--- src/rtl/core/fbtr_pkg.sv ---
// Shared types and constants for the page framebuffer text renderer.
// Used by every module under rtl/core but fbtr_store; depends on nothing else.
package fbtr_pkg;

   typedef enum logic [2:0] {
      OP_FILL   = 3'd0,
      OP_PIXEL  = 3'd1,
      OP_CURSOR = 3'd2,
      OP_GLYPH  = 3'd3,
      OP_HEADER = 3'd4,
      OP_READ   = 3'd5
   } opcode_type;

   typedef enum logic [1:0] {
      STATUS_DONE   = 2'd0,
      STATUS_CLIP   = 2'd1,
      STATUS_REJECT = 2'd2
   } status_type;

   typedef enum logic [1:0] {
      CSR_INVERT      = 2'd0,
      CSR_FONT_WIDTH  = 2'd1,
      CSR_FONT_HEIGHT = 2'd2
   } csr_index_type;

   typedef enum logic [2:0] {
      S_CLEAR,
      S_IDLE,
      S_FILL,
      S_WALK,
      S_DRAIN,
      S_READ,
      S_HDR_LOW,
      S_HDR_HIGH
   } state_type;

   typedef struct packed {
      logic       invert;
      logic [4:0] font_width;
      logic [6:0] font_height;
   } cfg_type;

   typedef struct packed {
      logic [7:0] out_byte;
      logic       is_command;
      logic       last;
      status_type status;
   } result_type;

   localparam int         CSR_DATA_W        = 7;
   localparam logic [4:0] FONT_WIDTH_RESET  = 5'd11;
   localparam logic [6:0] FONT_HEIGHT_RESET = 7'd18;
   localparam logic [6:0] MAX_GLYPH_ROWS    = 7'd64;

   localparam logic [7:0]  CMD_PAGE_BASE = 8'hB0;
   localparam logic [7:0]  CMD_COL_LOW   = 8'h00;
   localparam logic [7:0]  CMD_COL_HIGH  = 8'h10;
   localparam logic [7:0]  FILL_WHITE    = 8'hFF;
   localparam logic [7:0]  FILL_BLACK    = 8'h00;
   localparam logic [15:0] PIXEL_MARK    = 16'h8000;

endpackage

--- src/rtl/core/fbtr_outq.sv ---
// Two-entry result queue between the drawing engine and the rsp_ channel.
// Depends on fbtr_pkg for the result type.
module fbtr_outq (
   input  logic                clock,
   input  logic                reset,
   input  logic                push,
   input  fbtr_pkg::result_type push_data,
   output logic                room,
   output logic                rsp_valid,
   input  logic                rsp_ready,
   output fbtr_pkg::result_type rsp_data
);

   fbtr_pkg::result_type slots_ff [2];
   logic       rd_ptr_ff, rd_ptr_in;
   logic       wr_ptr_ff, wr_ptr_in;
   logic [1:0] cnt_ff, cnt_in;
   logic       pop;

   assign pop       = rsp_valid && rsp_ready;
   assign rsp_valid = (cnt_ff != 2'd0);
   assign room      = (cnt_ff != 2'd2);
   assign rsp_data  = slots_ff[rd_ptr_ff];

   always_comb begin
      rd_ptr_in = pop ? ~rd_ptr_ff : rd_ptr_ff;
      wr_ptr_in = push ? ~wr_ptr_ff : wr_ptr_ff;
      cnt_in    = cnt_ff + {1'b0, push} - {1'b0, pop};
   end

   always_ff @(posedge clock) begin
      if (reset) begin
         rd_ptr_ff <= 1'b0;
         wr_ptr_ff <= 1'b0;
         cnt_ff    <= 2'd0;
      end else begin
         rd_ptr_ff <= rd_ptr_in;
         wr_ptr_ff <= wr_ptr_in;
         cnt_ff    <= cnt_in;
      end
   end

   always_ff @(posedge clock) begin
      if (push) begin
         slots_ff[wr_ptr_ff] <= push_data;
      end
   end

endmodule

--- config.mk ---
export PLATFORM = sky130hd
export DESIGN_NAME = fbtr_outq
export DESIGN_NICKNAME = d
export VERILOG_FILES = /design/src/rtl/core/fbtr_pkg.sv /design/src/rtl/core/fbtr_outq.sv
export SDC_FILE = /design/constraint.sdc
export NUM_CORES = 1
export LEC_CHECK = 0
export BUFFER_PORTS_ARGS = -buffer_cell sky130_fd_sc_hd__buf_4
export CAP_MARGIN = 25
export CORE_ASPECT_RATIO = 0.9
export CORE_MARGIN = 5
export CORE_UTILIZATION = 45
export CTS_CLUSTER_DIAMETER = 80
export DETAILED_ROUTE_END_ITERATION = 8
export GPL_TIMING_DRIVEN = 0
export PLACE_DENSITY = 0.78
export RECOVER_POWER = 25
export SLEW_MARGIN = 5
export SYNTH_ARGS = -nofsm -noshare
export SYNTH_HDL_FRONTEND = slang
export SYNTH_SLANG_ARGS = --single-unit
--- constraint.sdc ---
create_clock -name clock -period 1.4 [get_ports clock]
set_input_delay 0.07 -clock clock [delete_from_list [all_inputs] [get_ports clock]]
set_output_delay 0.07 -clock clock [all_outputs]
set_load 0.02 [all_outputs]
# --- Yosys cells after proc, flatten, opt, wreduce, memory -nomap -nowiden ---
# Memories as Yosys holds them, arrays and structs flattened. A register that Yosys moved wholly into a read port is not among the register bits.
# Index checks and enable logic that the tools add are counted.
totals:
  regBits: 4
  wordCells: 15
  ramBits: 24
  in_bits: 16
  memories: 1
  out_inout_bits: 14
classes:
  n_reduce_logical: 2
  n_eq_ne: 1
  bitwise_logic: 2
  n_addsub: 2
  n_mux: 4
memory_table:
  columns: ["memory", "words", "word_bits", "read_ports", "rd_clocked_by_memory_dff", "write_ports", "line_no", "source"]
  rows:
  - ["slots_ff", 2, 12, 1, 1, 1, "fbtr_outq.sv:14", "fbtr_pkg::result_type slots_ff [2];"]
op_table:
  columns: ["operator", "n"]
  rows:
  - ["1-bit 2-to-1 mux", 4]
  - ["2-bit by 1-bit adder with 2-bit output", 1]
  - ["2-bit inequality test, second input constant", 1]
  - ["1-bit inverter", 2]
  - ["2-bit nonzero test", 1]
  - ["2-bit by 1-bit subtractor with 2-bit output", 1]
  - ["1-bit logical AND", 1]

# --- Longest topological paths before layout ---
depth:
  depth_word: 4
  depth_mapped: 6
  mapped_depth_nobuf: 6

# --- Worst setup path after synthesis ---
# OpenSTA, ideal clock, no wires.
synth_timing:
  kind: "flip-flop to flip-flop"
  from: "reg cnt_ff[1]"
  to: "reg cnt_ff[1]"
  required_time_ps: 1290
  stages_incl_launch_ff: 7
  arrival_ps: 1213
  slack_ps: 77
  synth_period_minus_slack_ps: 1323
  cell_sequence: "dfxtp_1 -> o21a_1 -> ha_1 -> inv_1 -> ha_1 -> xnor3_1 -> nor2_1"
synth_via:
  elab_chain_len: 3
  elab_cells_between_ends: 4
  cone_classes: "add/sub: 2; reduce/logical: 2"
synth_lines:
  columns: ["item", "line_no", "source"]
  rows:
  - ["start: declaration", "fbtr_outq.sv:17", "logic [1:0] cnt_ff, cnt_in;"]
  - ["start signal: assignment", "fbtr_outq.sv:39", "cnt_ff <= cnt_in;"]
  - ["2-bit nonzero test", "fbtr_outq.sv:21", "assign rsp_valid = (cnt_ff != 2'd0);"]
  - ["1-bit logical AND", "fbtr_outq.sv:20", "assign pop = rsp_valid && rsp_ready;"]
  - ["via pop", "fbtr_outq.sv:18", "logic pop;"]
  - ["2-bit by 1-bit subtractor with 2-bit output", "fbtr_outq.sv:28", "cnt_in = cnt_ff + {1'b0, push} - {1'b0, pop};"]
# The timed path passes the listed nets, and every way through them passes these cells.
# A chain may end at the register's enable or synchronous reset.

# --- Worst setup path after layout ---
# Ends and elaborated chain as after synthesis.

==> impl_metrics.py <==
metrics = {
    "timing": {
        "fin_skew_ns": 0.00433,
        "hold_violations": 0,
        "slew_headroom": 0.596,
        "whs_ns": 0.0168,
        "min_period_over_period": 0.998,
        "rsz0062_at_grt": "true",
        "slew_violations": 0,
        "setup_viol": 0,
        "timing.final.crit_period_ns": 1.40,
        "maxClockFrequency_ghz": 0.716,
        "worstMarginPinSlew_ns": 0.607,
    },
    "critical_path": {
        "r2r_end": "cnt_ff[1]$_SDFF_PP0_",
        "r2r_slack_ns": 0.003,
        "crit_path_start_kind": "register",
        "cp_common_cell": "ha_1",
        "path_cells": "o21a_1 > ha_1 > inv_1 > ha_1 > xnor3_1 > nor2_1",
        "path_max_fanout": 4,
        "slowest_delay_ns": 0.35,
        "worstPathArrival_ns": 1.65,
        "rr_startpoint": "cnt_ff[1]$_SDFF_PP0_",
        "cp_slowest_cell": "dfxtp_2",
        "required_ns": 1.65,
        "reg2regPathDepth": 6,
        "critPathKind": "register to register",
        "crit_path_end_kind": "register",
    },
    "yosys": {
        "synth_nets": 78,
        "synth_fa_ha_area_frac": 0.0227,
        "synth-seq-cells": 29,
        "syn_inst": 60,
        "synth-xor-area-share": 0.0283,
        "ys_seq_area_frac": 0.744,
        "synth_top_family_by_area": "multiplexers",
        "syn_area_mm2": 0.00110,
        "yosysMostFrequentCell": "edfxtp_1",
        "synth-edff-count": 24,
        "yosys-mux-area-fraction": 0.143,
        "synth_compound_area_frac": 0.00680,
        "synth_commonest_cells": "edfxtp_1, mux2_2, dfxtp_1, nor2_1, nor2b_1",
        "synth_cell_types": 14,
        "synth_ff_type": "edfxtp_1",
        "synth_top_cell_by_area": "edfxtp_1",
        "synthTopCellsByArea": "edfxtp_1, mux2_2, dfxtp_1",
        "syn_area_per_cell_um2": 18.4,
        "yosys.area_share.simple": 0.0420,
        "synthArstFlopShare": 0,
        "synth_top_area_share": 0.653,
        "ys.warnings.count": 0,
    },
    "detailed_routing": {
        "drt_iter0_drc": 13,
        "via_count": 681,
        "vias_per_cell": 4.80,
        "first_pass_iters": 3,
        "drt-total-wl_um": 2260,
        "drc_errors": 0,
        "ant_nets": 0,
        "wl_per_cell_um": 15.9,
    },
    "power": {
        "fin_total_pwr_mw": 2.56,
        "powerDensity_mw_per_mm2": 1540,
        "leakagePower_nw": 0.677,
        "peakVddDrop_uv": 1130,
    },
    "global_route": {
        "grt_overflow_total": 0,
        "grt_pass1_wl_um": 3480,
        "globalRouteTotalUtil": 0.134,
        "grt_pass1_vias": 743,
        "antenna_found_initial": 0,
        "grt_start_max_net_pins": 13,
    },
    "worst_hold_path": {
        "worstHoldStart": "push",
        "holdPathEnd": "wr_ptr_ff$_SDFFE_PP0P_",
        "min_path_cells": 3,
        "hp-class": "primary input to register",
    },
    "die": {
        "ios": 30,
        "coreArea_mm2": 0.00240,
        "die_y_um": 57.0,
        "die_w_um": 62.2,
        "rows": 17,
        "die-area_mm2": 0.00354,
        "start_util": 0.459,
    },
    "placed_design": {
        "globalplace.congestion": 0.655,
        "hpwl_um": 1400,
        "placed_cell_area_mm2": 0.00136,
        "numPortBuffers": 29,
    },
    "final_layout": {
        "drive_gt1_frac": 0.491,
        "area_growth_pct": 50.1,
        "final_area_mm2": 0.00166,
        "num_antenna_cells": 0,
        "nets": 131,
        "fillers": 173,
    },
    "cts": {
        "clk_pin_slew_ns": 0.08,
        "cts.sinks": 29,
        "numCtsBuffers": 5,
        "cts-root-buf": "clkbuf_4",
        "clock_latency_ns": 0.32,
        "clock_path_buffers": 2,
        "cts_tree": "yes",
        "htreeDepth": 2,
    },
    "run_status": {
        "run_status": "completed",
    },
    "run": {
        "cap_violations": 0,
    },
}
per-layer routing:
layer / track usage / up-vias / part of all wire
met5: 0 / - / 0
met4: 0.0650 / 0 / 0.030
met3: 0.0748 / 7 / 0.074
met2: 0.222 / 28 / 0.53
met1: 0.136 / 315 / 0.37
li1: - / 331 / -
state kept, by name, indices dropped and copies added, names as in the netlist, named ones only:
signal and flops:
rd_ptr_ff 1, slots_ff 24, cnt_ff 2, wr_ptr_ff 1
report_power, final:
part	internal, mW	total, mW	switching [mW]
logic	0.542	0.937	0.395
clock network	0.247	0.515	0.268
registers	1.04	1.11	0.0629
total	1.83	2.56	0.726
logic make-up (layout without fill, tap and decap cells):
family / count (synthesis) / in the layout
buffers and inverters: 3 / 57
adders and majority gates: 2 / 2
muxes: 14 / 14
DFF: 29 / 29
xor gates and xnor gates: 2 / 2
and+or+nand+nor: 9 / 9
AOI/OAI and AO/OA: 1 / 1
through the flow:
stage                     setup TNS [ns]  instances  utilization  setup WS (ns)
after floorplan                        0         60            -         0.0766
after global placement             -1.94        117        0.564         -0.162
after detailed placement         -0.0177        118        0.567        -0.0166
after CTS                              0        141        0.662       0.000354
after global routing              -0.100        142        0.689        -0.0754
final                                  0        142        0.689        0.00344
placed cells by master, fill, tap and decap left out, drive strengths merged, types with 2 or more instances in the layout:
| cell | count |
|---|---|
| mux2 | 14 |
| buf | 26 |
| nor2 | 3 |
| inv | 2 |
| nor2b | 3 |
| clkbuf | 16 |
| ha | 2 |
| edfxtp | 24 |
| dlygate4sd3 | 13 |
| dfxtp | 5 |
worst max-delay path by stage:
stage	startpoint	endpoint	cells past startpoint
6_report	cnt_ff[1]$_SDFF_PP0_	cnt_ff[1]$_SDFF_PP0_	6
5_1_grt	cnt_ff[1]$_SDFF_PP0_	cnt_ff[1]$_SDFF_PP0_	6
4_1_cts	register	rsp_data[3]	3
3_5_place_dp	cnt_ff[1]$_SDFF_PP0_	cnt_ff[1]$_SDFF_PP0_	6
3_3_place_gp	wr_ptr_ff$_SDFFE_PP0P_	slots_ff[0][10]$_DFFE_PP_	1
2_1_floorplan	cnt_ff[1]$_SDFF_PP0_	cnt_ff[1]$_SDFF_PP0_	6
final cells by class:
class / instances / area, um2 / area share
Tap cell: 28 / 35.0 / 0.0211
Multi-Input combinational cell: 28 / 305 / 0.184
Buffer: 1 / 11.3 / 0.00680
Clock buffer: 8 / 58.8 / 0.0355
Sequential cell: 29 / 827 / 0.499
Inverter: 2 / 7.51 / 0.00453
Timing Repair Buffer: 46 / 412 / 0.248
worst max-delay path: cells and delay by family, from the launching register on:
family | cells | cell delay (ns)
xor gates and xnor gates | 1 | 0.20
and+or+nand+nor | 1 | 0.10
buffers and inverters | 1 | 0.06
AOI/OAI and AO/OA | 1 | 0.20
DFF | 1 | 0.35
adders and majority gates | 2 | 0.42
repair_timing:
| item | CTS | global route |
|---|---|---|
| pin swaps | 1 | 0 |
| cloned | 1 | 0 |
| hold buffers | 13 | 0 |
| resized for setup | 8 | 19 |
| buffers inserted | 1 | 1 |
| hold endpoints to repair | 27 | 0 |
| setup endpoints to repair | 12 | 12 |
Power figures use the tool's default switching activity.
