`src/rtl/core/fbtr_pkg.sv`:
```
// Shared types and constants for the page framebuffer text renderer.
// Used by every module under rtl/core but fbtr_store; depends on nothing else.
package fbtr_pkg;

   typedef enum logic [2:0] {
      OP_FILL   = 3'd0,
      OP_PIXEL  = 3'd1,
      OP_CURSOR = 3'd2,
      OP_GLYPH  = 3'd3,
      OP_HEADER = 3'd4,
      OP_READ   = 3'd5
   } opcode_type;

   typedef enum logic [1:0] {
      STATUS_DONE   = 2'd0,
      STATUS_CLIP   = 2'd1,
      STATUS_REJECT = 2'd2
   } status_type;

   typedef enum logic [1:0] {
      CSR_INVERT      = 2'd0,
      CSR_FONT_WIDTH  = 2'd1,
      CSR_FONT_HEIGHT = 2'd2
   } csr_index_type;

   typedef enum logic [2:0] {
      S_CLEAR,
      S_IDLE,
      S_FILL,
      S_WALK,
      S_DRAIN,
      S_READ,
      S_HDR_LOW,
      S_HDR_HIGH
   } state_type;

   typedef struct packed {
      logic       invert;
      logic [4:0] font_width;
      logic [6:0] font_height;
   } cfg_type;

   typedef struct packed {
      logic [7:0] out_byte;
      logic       is_command;
      logic       last;
      status_type status;
   } result_type;

   localparam int         CSR_DATA_W        = 7;
   localparam logic [4:0] FONT_WIDTH_RESET  = 5'd11;
   localparam logic [6:0] FONT_HEIGHT_RESET = 7'd18;
   localparam logic [6:0] MAX_GLYPH_ROWS    = 7'd64;

   localparam logic [7:0]  CMD_PAGE_BASE = 8'hB0;
   localparam logic [7:0]  CMD_COL_LOW   = 8'h00;
   localparam logic [7:0]  CMD_COL_HIGH  = 8'h10;
   localparam logic [7:0]  FILL_WHITE    = 8'hFF;
   localparam logic [7:0]  FILL_BLACK    = 8'h00;
   localparam logic [15:0] PIXEL_MARK    = 16'h8000;

endpackage

```
`src/rtl/core/fbtr_engine.sv`:
```
// Drawing engine: transaction sequencer, cursor state and the read-modify-write
// walk over the frame store. Depends on fbtr_pkg.
module fbtr_engine #(
   parameter int SCREEN_WIDTH  = 128,
   parameter int SCREEN_HEIGHT = 64,
   localparam int PAGES = SCREEN_HEIGHT / 8,
   localparam int DEPTH = SCREEN_WIDTH * PAGES,
   localparam int AW    = $clog2(DEPTH)
) (
   input  logic                 clock,
   input  logic                 reset,
   input  fbtr_pkg::cfg_type    cfg,
   input  logic                 req_valid,
   output logic                 req_ready,
   input  logic [2:0]           req_opcode,
   input  logic [7:0]           req_pos_x,
   input  logic [7:0]           req_pos_y,
   input  logic                 req_color,
   input  logic [15:0]          req_glyph_bits,
   input  logic [2:0]           req_page,
   input  logic [6:0]           req_column,
   input  logic                 q_room,
   output logic                 q_push,
   output fbtr_pkg::result_type q_data,
   output logic                 mem_re,
   output logic [AW-1:0]        mem_raddr,
   input  logic [7:0]           mem_rdata,
   output logic                 mem_we,
   output logic [AW-1:0]        mem_waddr,
   output logic [7:0]           mem_wdata
);

   localparam logic [8:0]    WIDTH_LIM  = 9'(SCREEN_WIDTH);
   localparam logic [8:0]    HEIGHT_LIM = 9'(SCREEN_HEIGHT);
   // Rows that have a byte in the store; a partial last page is not stored.
   localparam logic [8:0]    ROWS_LIM   = 9'(PAGES * 8);
   localparam logic [AW-1:0] LAST_ADDR  = AW'(DEPTH - 1);

   fbtr_pkg::state_type state_ff, state_in;

   logic [7:0]           cx_ff, cx_in;
   logic [7:0]           cy_ff, cy_in;
   logic [5:0]           row_ff, row_in;
   logic                 rej_ff, rej_in;
   logic [8:0]           wx_ff, wx_in;
   logic [8:0]           wy_ff, wy_in;
   logic [15:0]          wbits_ff, wbits_in;
   logic                 wclr_ff, wclr_in;
   logic [4:0]           wcnt_ff, wcnt_in;
   logic [4:0]           j_ff, j_in;
   fbtr_pkg::status_type status_ff, status_in;
   logic [AW-1:0]        fill_addr_ff, fill_addr_in;
   logic [7:0]           fill_byte_ff, fill_byte_in;
   logic                 wr_valid_ff, wr_valid_in;
   logic [AW-1:0]        wr_addr_ff, wr_addr_in;
   logic [2:0]           wr_bit_ff, wr_bit_in;
   logic                 wr_white_ff, wr_white_in;

   logic          accept;
   logic [6:0]    eff_h;
   logic          rej_now;
   logic          glyph_end;
   logic          glyph_draw;
   logic          pix_on_req;
   logic          read_ok;
   logic [AW-1:0] read_addr;
   logic [8:0]    walk_x;
   logic          walk_on;
   logic [AW-1:0] walk_addr;
   logic          walk_bit;
   logic          walk_last;
   logic          fill_last;
   logic [7:0]    wr_mask;

   assign req_ready = (state_ff == fbtr_pkg::S_IDLE) && q_room;
   assign accept    = req_valid && req_ready;

   // Glyph bookkeeping; the space check only counts on the first row.
   always_comb begin
      priority if (cfg.font_height == 7'd0) begin
         eff_h = 7'd1;
      end else if (cfg.font_height > fbtr_pkg::MAX_GLYPH_ROWS) begin
         eff_h = fbtr_pkg::MAX_GLYPH_ROWS;
      end else begin
         eff_h = cfg.font_height;
      end
   end

   assign rej_now = (row_ff == 6'd0)
      ? ((({1'b0, cx_ff} + {4'b0, cfg.font_width}) >= WIDTH_LIM) ||
         (({1'b0, cy_ff} + {2'b0, cfg.font_height}) >= HEIGHT_LIM))
      : rej_ff;
   assign glyph_end  = ({1'b0, row_ff} + 7'd1) >= eff_h;
   assign glyph_draw = !rej_now && (cfg.font_width != 5'd0);

   assign pix_on_req = ({1'b0, req_pos_x} < WIDTH_LIM) && ({1'b0, req_pos_y} < ROWS_LIM);
   assign read_ok    = (int'(req_page) < PAGES) && (int'(req_column) < SCREEN_WIDTH);
   assign read_addr  = AW'(int'(req_page) * SCREEN_WIDTH + int'(req_column));

   assign walk_x    = wx_ff + {4'b0, j_ff};
   assign walk_on   = (walk_x < WIDTH_LIM) && (wy_ff < ROWS_LIM);
   assign walk_addr = AW'(int'(wy_ff[5:3]) * SCREEN_WIDTH + int'(walk_x));
   assign walk_bit  = j_ff[4] ? 1'b0 : wbits_ff[~j_ff[3:0]];
   assign walk_last = ((j_ff + 5'd1) == wcnt_ff);
   assign fill_last = (fill_addr_ff == LAST_ADDR);
   assign wr_mask   = 8'b1 << wr_bit_ff;

   // Next state.
   always_comb begin
      state_in = state_ff;
      unique case (state_ff)
         fbtr_pkg::S_CLEAR: begin
            if (fill_last) state_in = fbtr_pkg::S_IDLE;
         end
         fbtr_pkg::S_IDLE: begin
            if (accept) begin
               case (req_opcode)
                  fbtr_pkg::OP_FILL:   state_in = fbtr_pkg::S_FILL;
                  fbtr_pkg::OP_PIXEL:  state_in = pix_on_req ? fbtr_pkg::S_WALK
                                                             : fbtr_pkg::S_IDLE;
                  fbtr_pkg::OP_GLYPH:  state_in = glyph_draw ? fbtr_pkg::S_WALK
                                                             : fbtr_pkg::S_IDLE;
                  fbtr_pkg::OP_HEADER: state_in = fbtr_pkg::S_HDR_LOW;
                  fbtr_pkg::OP_READ:   state_in = read_ok ? fbtr_pkg::S_READ
                                                          : fbtr_pkg::S_IDLE;
                  default:             state_in = fbtr_pkg::S_IDLE;
               endcase
            end
         end
         fbtr_pkg::S_FILL: begin
            if (fill_last) state_in = fbtr_pkg::S_DRAIN;
         end
         fbtr_pkg::S_WALK: begin
            if (walk_last) state_in = fbtr_pkg::S_DRAIN;
         end
         fbtr_pkg::S_DRAIN: begin
            if (q_room) state_in = fbtr_pkg::S_IDLE;
         end
         fbtr_pkg::S_READ: begin
            if (q_room) state_in = fbtr_pkg::S_IDLE;
         end
         fbtr_pkg::S_HDR_LOW: begin
            if (q_room) state_in = fbtr_pkg::S_HDR_HIGH;
         end
         fbtr_pkg::S_HDR_HIGH: begin
            if (q_room) state_in = fbtr_pkg::S_IDLE;
         end
         default: state_in = fbtr_pkg::S_IDLE;
      endcase
   end

   // Outputs: result pushes and memory accesses.
   always_comb begin
      q_push    = 1'b0;
      q_data    = '{out_byte: 8'h00, is_command: 1'b0, last: 1'b1,
                    status: fbtr_pkg::STATUS_DONE};
      mem_re    = 1'b0;
      mem_raddr = walk_addr;
      mem_we    = 1'b0;
      mem_waddr = wr_addr_ff;
      mem_wdata = wr_white_ff ? (mem_rdata | wr_mask) : (mem_rdata & ~wr_mask);

      unique case (state_ff)
         fbtr_pkg::S_CLEAR, fbtr_pkg::S_FILL: begin
            mem_we    = 1'b1;
            mem_waddr = fill_addr_ff;
            mem_wdata = fill_byte_ff;
         end
         fbtr_pkg::S_IDLE: begin
            if (accept) begin
               case (req_opcode)
                  fbtr_pkg::OP_PIXEL: begin
                     q_push        = !pix_on_req;
                     q_data.status = fbtr_pkg::STATUS_CLIP;
                  end
                  fbtr_pkg::OP_CURSOR: begin
                     q_push = 1'b1;
                  end
                  fbtr_pkg::OP_GLYPH: begin
                     q_push        = !glyph_draw;
                     q_data.status = rej_now ? fbtr_pkg::STATUS_REJECT
                                             : fbtr_pkg::STATUS_DONE;
                  end
                  fbtr_pkg::OP_HEADER: begin
                     q_push            = 1'b1;
                     q_data.out_byte   = fbtr_pkg::CMD_PAGE_BASE + {5'b0, req_page};
                     q_data.is_command = 1'b1;
                     q_data.last       = 1'b0;
                  end
                  fbtr_pkg::OP_READ: begin
                     q_push        = !read_ok;
                     q_data.status = fbtr_pkg::STATUS_CLIP;
                     mem_re        = read_ok;
                     mem_raddr     = read_addr;
                  end
                  default: begin
                     q_push = 1'b0;
                  end
               endcase
            end
         end
         fbtr_pkg::S_WALK: begin
            mem_re = walk_on;
            mem_we = wr_valid_ff;
         end
         fbtr_pkg::S_DRAIN: begin
            mem_we        = wr_valid_ff;
            q_push        = q_room;
            q_data.status = status_ff;
         end
         fbtr_pkg::S_READ: begin
            q_push          = q_room;
            q_data.out_byte = mem_rdata;
         end
         fbtr_pkg::S_HDR_LOW: begin
            q_push            = q_room;
            q_data.out_byte   = fbtr_pkg::CMD_COL_LOW;
            q_data.is_command = 1'b1;
            q_data.last       = 1'b0;
         end
         fbtr_pkg::S_HDR_HIGH: begin
            q_push            = q_room;
            q_data.out_byte   = fbtr_pkg::CMD_COL_HIGH;
            q_data.is_command = 1'b1;
         end
         default: begin
            q_push = 1'b0;
         end
      endcase
   end

   // Datapath next values.
   always_comb begin
      cx_in        = cx_ff;
      cy_in        = cy_ff;
      row_in       = row_ff;
      rej_in       = rej_ff;
      wx_in        = wx_ff;
      wy_in        = wy_ff;
      wbits_in     = wbits_ff;
      wclr_in      = wclr_ff;
      wcnt_in      = wcnt_ff;
      j_in         = j_ff;
      status_in    = status_ff;
      fill_addr_in = fill_addr_ff;
      fill_byte_in = fill_byte_ff;

      // Each on-screen walk step reads one column byte; its write lands in the next cycle.
      wr_valid_in = (state_ff == fbtr_pkg::S_WALK) && walk_on;
      wr_addr_in  = walk_addr;
      wr_bit_in   = wy_ff[2:0];
      wr_white_in = walk_bit ? wclr_ff : ~wclr_ff;

      if (state_ff == fbtr_pkg::S_CLEAR || state_ff == fbtr_pkg::S_FILL) begin
         fill_addr_in = fill_addr_ff + AW'(1);
      end
      if (state_ff == fbtr_pkg::S_WALK) begin
         j_in = j_ff + 5'd1;
      end

      if (accept) begin
         j_in      = 5'd0;
         status_in = fbtr_pkg::STATUS_DONE;
         case (req_opcode)
            fbtr_pkg::OP_FILL: begin
               fill_addr_in = '0;
               fill_byte_in = req_color ? fbtr_pkg::FILL_WHITE : fbtr_pkg::FILL_BLACK;
            end
            fbtr_pkg::OP_PIXEL: begin
               wx_in    = {1'b0, req_pos_x};
               wy_in    = {1'b0, req_pos_y};
               wbits_in = fbtr_pkg::PIXEL_MARK;
               wcnt_in  = 5'd1;
               wclr_in  = req_color ^ cfg.invert;
            end
            fbtr_pkg::OP_CURSOR: begin
               cx_in  = req_pos_x;
               cy_in  = req_pos_y;
               row_in = 6'd0;
               rej_in = 1'b0;
            end
            fbtr_pkg::OP_GLYPH: begin
               wx_in    = {1'b0, cx_ff};
               wy_in    = {1'b0, cy_ff} + {3'b0, row_ff};
               wbits_in = req_glyph_bits;
               wcnt_in  = cfg.font_width;
               wclr_in  = req_color ^ cfg.invert;
               if (glyph_end) begin
                  if (!rej_now) cx_in = cx_ff + {3'b0, cfg.font_width};
                  row_in = 6'd0;
                  rej_in = 1'b0;
               end else begin
                  row_in = row_ff + 6'd1;
                  rej_in = rej_now;
               end
            end
            default: begin
               j_in = 5'd0;
            end
         endcase
      end
   end

   always_ff @(posedge clock) begin
      if (reset) begin
         state_ff     <= fbtr_pkg::S_CLEAR;
         cx_ff        <= 8'd0;
         cy_ff        <= 8'd0;
         row_ff       <= 6'd0;
         rej_ff       <= 1'b0;
         fill_addr_ff <= '0;
         fill_byte_ff <= fbtr_pkg::FILL_BLACK;
         wr_valid_ff  <= 1'b0;
      end else begin
         state_ff     <= state_in;
         cx_ff        <= cx_in;
         cy_ff        <= cy_in;
         row_ff       <= row_in;
         rej_ff       <= rej_in;
         fill_addr_ff <= fill_addr_in;
         fill_byte_ff <= fill_byte_in;
         wr_valid_ff  <= wr_valid_in;
      end
   end

   always_ff @(posedge clock) begin
      wx_ff       <= wx_in;
      wy_ff       <= wy_in;
      wbits_ff    <= wbits_in;
      wclr_ff     <= wclr_in;
      wcnt_ff     <= wcnt_in;
      j_ff        <= j_in;
      status_ff   <= status_in;
      wr_addr_ff  <= wr_addr_in;
      wr_bit_ff   <= wr_bit_in;
      wr_white_ff <= wr_white_in;
   end

   // A pending byte write only exists during a walk or its drain.
   a_wr_in_walk: assert property (@(posedge clock) disable iff (reset)
      wr_valid_ff |-> (state_ff == fbtr_pkg::S_WALK || state_ff == fbtr_pkg::S_DRAIN))
      else $error("pending write outside a walk");

   a_no_rmw_collision: assert property (@(posedge clock) disable iff (reset)
      (mem_we && mem_re) |-> (mem_waddr != mem_raddr))
      else $error("read and write of the same byte in one cycle");

   a_push_room: assert property (@(posedge clock) disable iff (reset)
      q_push |-> q_room)
      else $error("result pushed into a full queue");

   a_sweep_blocks: assert property (@(posedge clock) disable iff (reset)
      (state_ff == fbtr_pkg::S_CLEAR || state_ff == fbtr_pkg::S_FILL) |-> !req_ready)
      else $error("transaction taken during a store sweep");

   a_walk_drains: assert property (@(posedge clock) disable iff (reset)
      (state_ff == fbtr_pkg::S_WALK && walk_last) |=> (state_ff == fbtr_pkg::S_DRAIN))
      else $error("walk did not end in drain");

endmodule

```
`config.mk`:
```
export PLATFORM = sky130hd
export DESIGN_NAME = fbtr_engine
export DESIGN_NICKNAME = d
export VERILOG_FILES = /design/src/rtl/core/fbtr_pkg.sv /design/src/rtl/core/fbtr_engine.sv
export SDC_FILE = /design/constraint.sdc
export NUM_CORES = 1
export LEC_CHECK = 0
export ABC_AREA = 1
export BUFFER_PORTS_ARGS = -buffer_cell sky130_fd_sc_hd__buf_2
export CAP_MARGIN = 0
export CORE_MARGIN = 2
export CORE_UTILIZATION = 47
export CTS_CLUSTER_DIAMETER = 50
export CTS_CLUSTER_SIZE = 12
export DETAILED_ROUTE_END_ITERATION = 10
export HOLD_SLACK_MARGIN = 0.12
export PLACE_DENSITY_LB_ADDON = 0.1
export SLEW_MARGIN = 20
export SYNTH_ARGS = -nofsm -noshare
export SYNTH_HDL_FRONTEND = slang
export SYNTH_SLANG_ARGS = --single-unit
export TNS_END_PERCENT = 1
```
`constraint.sdc`:
```
create_clock -name clock -period 4.1 [get_ports clock]
set_clock_uncertainty 0.2 [all_clocks]
set_input_delay 0.205 -clock clock [delete_from_list [all_inputs] [get_ports clock]]
set_output_delay 0.205 -clock clock [all_outputs]
set_load 0.03 [all_outputs]
```
Word-level counts from Yosys, hierarchy flattened:

Cells that the tools add are included.

* output and inout port bits: 44
* register bits after elaboration: 104

* mux-type cells: 53
* bitwise logic cells: 6
* equality and inequality tests: 22
* reduce and logical (&&, ||, !) cells: 33
* add/sub/neg operators: 12
* shift operators: 1
* $lt $le $gt $ge: 9

Operators by type and width (count)
* $mux 10: 8
* $mux 8: 5
* $pmux 9 s2: 2
* $pmux 16 s2: 1
* $pmux 8 s3: 1
* $eq 3x3->1 const B: 6
* $mux 3: 6
* $pmux 3 s6: 1
* $pmux 8 s2: 1
* $pmux 3 s5: 1
* $mux 7: 2
* $ne 2x2->1 const B: 7
* $eq 3x2->1 const B: 4
* $mux 12: 1
* $pmux 1 s2: 6
* $pmux 6 s2: 1
* $reduce_or 2->1: 6
* $add 10x1->10 const B: 1
* $add 10x7->10: 1
* $add 10x9->10: 1
* $eq 10x10->1 const B: 1
* $pmux 5 s2: 1
* $reduce_and 2->1: 5
* $add 8x5->9: 1
* other kinds (45): 66

Depth between registers and ports, before layout:

* depth in word-level cells: 10
* gate-level depth with buffers: 17
* mapped depth without buffers: 16

Worst setup path after synthesis:

Ideal clock, no wire load.

* path type: register -> register
* start point: register state_ff[0]
* end point: register wbits_ff[0] (enable)
* cell stages (with the launch flop): 7
* required time: 3.465 ns
* buffers on the path: 0
* path slack: 0.827 ns
* data arrival time: 2.637 ns
* cell sequence: dfxtp_1 -> inv_2 -> nor2_4 -> nand2_2 -> nor2_4 -> nand2_4 -> nor2_1

* longest elaborated chain between the ends: 4

RTL lines
* start: declaration: RTL line fbtr_engine.sv:39 `fbtr_pkg::state_type state_ff, state_in;`
* start signal: assignment: RTL line fbtr_engine.sv:306 `state_ff <= fbtr_pkg::S_CLEAR;`
* start signal: assignment: RTL line fbtr_engine.sv:315 `state_ff <= state_in;`
* $eq 3x1->1: RTL line fbtr_engine.sv:75 `assign req_ready = (state_ff == fbtr_pkg::S_IDLE) && q_room;`
* $logic_and 1x1->1: RTL line fbtr_engine.sv:75
* net req_ready: RTL line fbtr_engine.sv:14 `output logic req_ready,`
* $logic_and 1x1->1: RTL line fbtr_engine.sv:76 `assign accept = req_valid && req_ready;`
* $reduce_and 2->1 (no source line)
* end signal: assignment: RTL line fbtr_engine.sv:329 `wbits_ff <= wbits_in;`
* end: declaration: RTL line fbtr_engine.sv:47 `logic [15:0] wbits_ff, wbits_in;`

The timed path passes the listed nets, and every way through them passes these cells.
A chain may end at the register's enable or synchronous reset.

Worst setup path in the final report:

* start point: register j_ff[0]
* end point: output mem_raddr[9]

* longest elaborated chain between the ends: 5

RTL lines
* start: declaration: RTL line fbtr_engine.sv:50 `logic [4:0] j_ff, j_in;`
* start signal: assignment: RTL line fbtr_engine.sv:332 `j_ff <= j_in;`
* $add 9x5->9 (*): RTL line fbtr_engine.sv:100 `assign walk_x = wx_ff + {4'b0, j_ff};`
* $add 10x9->10 (*): RTL line fbtr_engine.sv:102 `assign walk_addr = AW'(int'(wy_ff[5:3]) * SCREEN_WIDTH + int'(walk_x));`
* net walk_addr[9]: RTL line fbtr_engine.sv:69 `logic [AW-1:0] walk_addr;`
* $mux 10: RTL line fbtr_engine.sv:171 `case (req_opcode)`
* $mux 10: RTL line fbtr_engine.sv:170 `if (accept) begin`
* $mux 10 (*): RTL line fbtr_engine.sv:163 `unique case (state_ff)`
* end: declaration: RTL line fbtr_engine.sv:26 `output logic [AW-1:0] mem_raddr,`

The timed path passes the listed nets; every way through them passes the cells marked *.

==> reports/qor.csv <==
stage;metric;value;unit
outcome;outcome;finished, final reports clean;
logic_synthesis;post-synth top area cell;edfxtp_1;
worst_setup_path;slowest CP cell;dfxtp_2;
routing;average wire per cell in the routed design;13.5;um
logic_synthesis;top-count cell post-synth;nand2_1;
timing;max_slew headroom;52.7;%
global_routing;GRT Total Usage;22.8;%
logic_synthesis;number of flops mapped to enable cells by yosys;39;
global_routing;vias in the first global route;5295;
power_and_ir_drop;P per Cell Area;402;mW/mm^2
routing;DRT antenna net count;0;
worst_setup_path;data required time of the worst path;3690;ps
logic_synthesis;Netlist cell types;46;
clock_tree;CTS tree;done;
timing;Max Fclk;0.274;GHz
logic_synthesis;synthesized netlist net count;904;
place;post-DP HPWL;11500;um
worst_setup_path;Reg2Reg Depth;13;
logic_synthesis;FFs w/ async S/R, synth;0;%
clock_tree;clock latency on the worst-skew pair;340;ps
logic_synthesis;Mapped Area;0.00593;sq mm
cells_and_area;fill count;1170;
timing;Slew @ Worst Pin;709;ps
place;GP Congestion;0.896;
logic_synthesis;Seq/Total Area, Yosys;39.0;%
logic_synthesis;most area-consuming cells after synthesis;edfxtp_1 20%, dfxtp_1 19%, nand2_1 12%;
power_and_ir_drop;Leak;3.59;nW
routing;vias;5650;
die;die area;0.0135;sq mm
hold_path;Hold Path Class;reg -> reg;
run;max cap viols;0;
clock_tree;Clock Sinks;96;
worst_setup_path;WP data arrival;3250;ps
timing;fin crit period;3650;ps
clock_tree;H-tree level count;3;
global_routing;initial antenna violation count;0;
cells_and_area;area growth from synthesis to layout;25.2;%
logic_synthesis;Gate Count Post-Synth;793;
clock_tree;total CTS buffers;9;
die;FP Rows;41;
cells_and_area;Final #Nets;1060;
hold_path;WHS Path Cells;0;
worst_setup_path;max incr delay on CP;470;ps
die;Top Ports;115;
cells_and_area;n_diodes;0;
routing;DRC viols;0;
timing;final hold violation count;0;
die;chip width;116;um
timing;fin. max-slew vios;0;
cells_and_area;share of cells above drive strength 1;16.5;%
place;number of port buffers;114;
logic_synthesis;Post-synth top cells;182 x nand2_1, 112 x inv_1, 95 x nor2_1;
timing;crit share post-route;89.1;%
routing;drt first pass iters;5;
cells_and_area;fin cells;1126;
timing;setup_tns;0;ps
die;Core ar.;0.0125;sq mm
worst_setup_path;critical-path cell list;ha_1 > inv_1 > fa_1 > o21ai_0 > a21oi_1 > nor2_1 > nand3_1 > fa_1 > xnor2_1 > nand2_1 > o21ai_0 > buf_2;
worst_setup_path;crit start category;register;
routing;drt first-iter violations;311;
worst_setup_path;Worst Path Max Fanout;15;
clock_tree;clock root cell;clkbuf_16;
routing;Vias/cell;5.02;
logic_synthesis;Yosys Warn Count;0;
logic_synthesis;Synth Flop Type;dfxtp_1;
die;Initial Utilization;47.6;%
place;dpl cells;1064;
global_routing;largest net degree at the start of global routing;56;
global_routing;first-pass GRT wire length;24200;um
die;Die H;116;um
logic_synthesis;Avg Cell Area, Syn;7.48;sq um
timing;RSZ-0062 raised after global routing;false;
logic_synthesis;share of the synthesized area in the top cell type;19.8;%
clock_tree;number of buffers on the longest clock path;2;
clock_tree;CTS clk-pin slew, worst paths;70;ps
power_and_ir_drop;Peak VDD IR;0.216;mV
timing;Final setup viols;0;
worst_setup_path;crit path kind;reg -> out;
worst_setup_path;Crit. End Element;output pin;
worst_setup_path;Reg2Reg Setup Slack;1180;ps
logic_synthesis;register bit total from synthesis;96;
global_routing;Congestion Overflow GR;0;
routing;DRT Wirelength;15200;um
placed cells by master, fill, tap and decap left out, types with 2 or more instances in the layout:
| cell | count |
|---|---|
| o31ai_1 | 3 |
| nand3_1 | 34 |
| ha_1 | 35 |
| nand2_4 | 2 |
| inv_1 | 112 |
| inv_6 | 2 |
| clkinv_1 | 3 |
| nor4_1 | 4 |
| dlygate4sd3_1 | 45 |
| nor3_1 | 13 |
| a31oi_1 | 4 |
| xnor2_1 | 6 |
| nand2_2 | 3 |
| o22ai_1 | 3 |
| clkinv_2 | 2 |
| nand4_1 | 7 |
| inv_2 | 2 |
| edfxtp_1 | 39 |
| o21ai_0 | 72 |
| or2_2 | 5 |
| xor2_1 | 21 |
| a21oi_1 | 43 |
| buf_4 | 2 |
| a211oi_1 | 3 |
| nor2_1 | 94 |
| fa_1 | 5 |
| mux2_2 | 5 |
| nor2_4 | 3 |
| buf_2 | 114 |
| nand2_1 | 182 |
| clkbuf_16 | 9 |
| dfxtp_1 | 56 |
| o221ai_1 | 3 |
power by group:
group          internal, mW  switching [mW]
logic                 0.348           0.624
clock network         0.473           0.362
registers              1.08          0.0893
repair_timing:
| action | in CTS | in global routing |
|---|---|---|
| resized for setup | 0 | 1 |
| hold buffers | 45 | 0 |
| buffers inserted | 0 | 0 |
| endpoints found under the setup margin | 0 | 1 |
| endpoints found under the hold margin | 66 | 0 |
flip-flops by register name, summed over array words and instances, names as in the netlist:
signal        count
wcnt_ff           5
wr_bit_ff         3
wx_ff             8
rej_ff            1
row_ff            6
fill_byte_ff      1
cy_ff             8
fill_addr_ff     10
wclr_ff           1
wr_valid_ff       1
state_ff          3
wbits_ff         16
wy_ff             9
wr_white_ff       1
cx_ff             8
j_ff              5
wr_addr_ff       10
worst paths after layout:
kind	to	startpoint
setup / recovery	mem_raddr[9]	j_ff[0]$_SDFFE_PP0P_
hold / removal	wr_bit_ff[0]$_DFF_P_	wy_ff[0]$_DFFE_PP_
setup reg to reg	row_ff[0]$_SDFFE_PP0P_	row_ff[0]$_SDFFE_PP0P_
hold reg to reg	wr_bit_ff[0]$_DFF_P_	wy_ff[0]$_DFFE_PP_
routing by layer:
layer	vias to the layer above	global-route usage [%]	share of wire (%)
li1	2895	-	-
met1	2594	29.5	46
met2	141	39.1	48
met3	20	3.43	4.1
met4	0	8.02	1.8
met5	-	0	0
critical path, delay by kind of cell, from the launching register on:
family / cells / cell delay [ps]
simple gates: 3 / 410
xor+xnor: 1 / 200
fa+ha+maj: 3 / 1040
flops: 1 / 470
compound gates: 3 / 500
buf+inv: 2 / 270
layout make-up:
cell class              count  area (sq um)  share of cell area, %
multi-input cells         563          3100                   41.7
flip-flops and latches     96          2310                   31.2
repair buffers            162          1060                   14.3
inverters                 117           443                   5.97
clock buffers               9           225                   3.03
well taps                 172           215                   2.90
clock inverters             7          68.8                  0.927
through the flow:
| step | hold slack (ps) | power (mW) | utilization, % | cell area, sq um | setup WS (ps) |
|---|---|---|---|---|---|
| after floorplan | 123 | 1.85 | - | 5930 | 827 |
| after global placement | 127 | 2.10 | 53.4 | 6650 | 712 |
| after detailed placement | 128 | 2.12 | 53.4 | 6650 | 597 |
| final | 142 | 2.98 | 59.6 | 7420 | 449 |
| after global routing | 153 | 3.15 | 59.6 | 7420 | 145 |
| after CTS | 143 | 2.99 | 59.3 | 7400 | 245 |
cell families (layout without fill, tap and decap cells):
family,after synthesis,count (layout),synth area share [%]
DFF,96,96,39.0
buffers and inverters,134,295,8.91
muxes,6,6,1.20
xor gates and xnor gates,27,27,3.99
adders and majority gates,40,40,9.08
AOI/OAI and AO/OA,139,139,12.7
and+or+nand+nor,351,351,25.1
No activity file was read; power rests on OpenSTA's default activity.
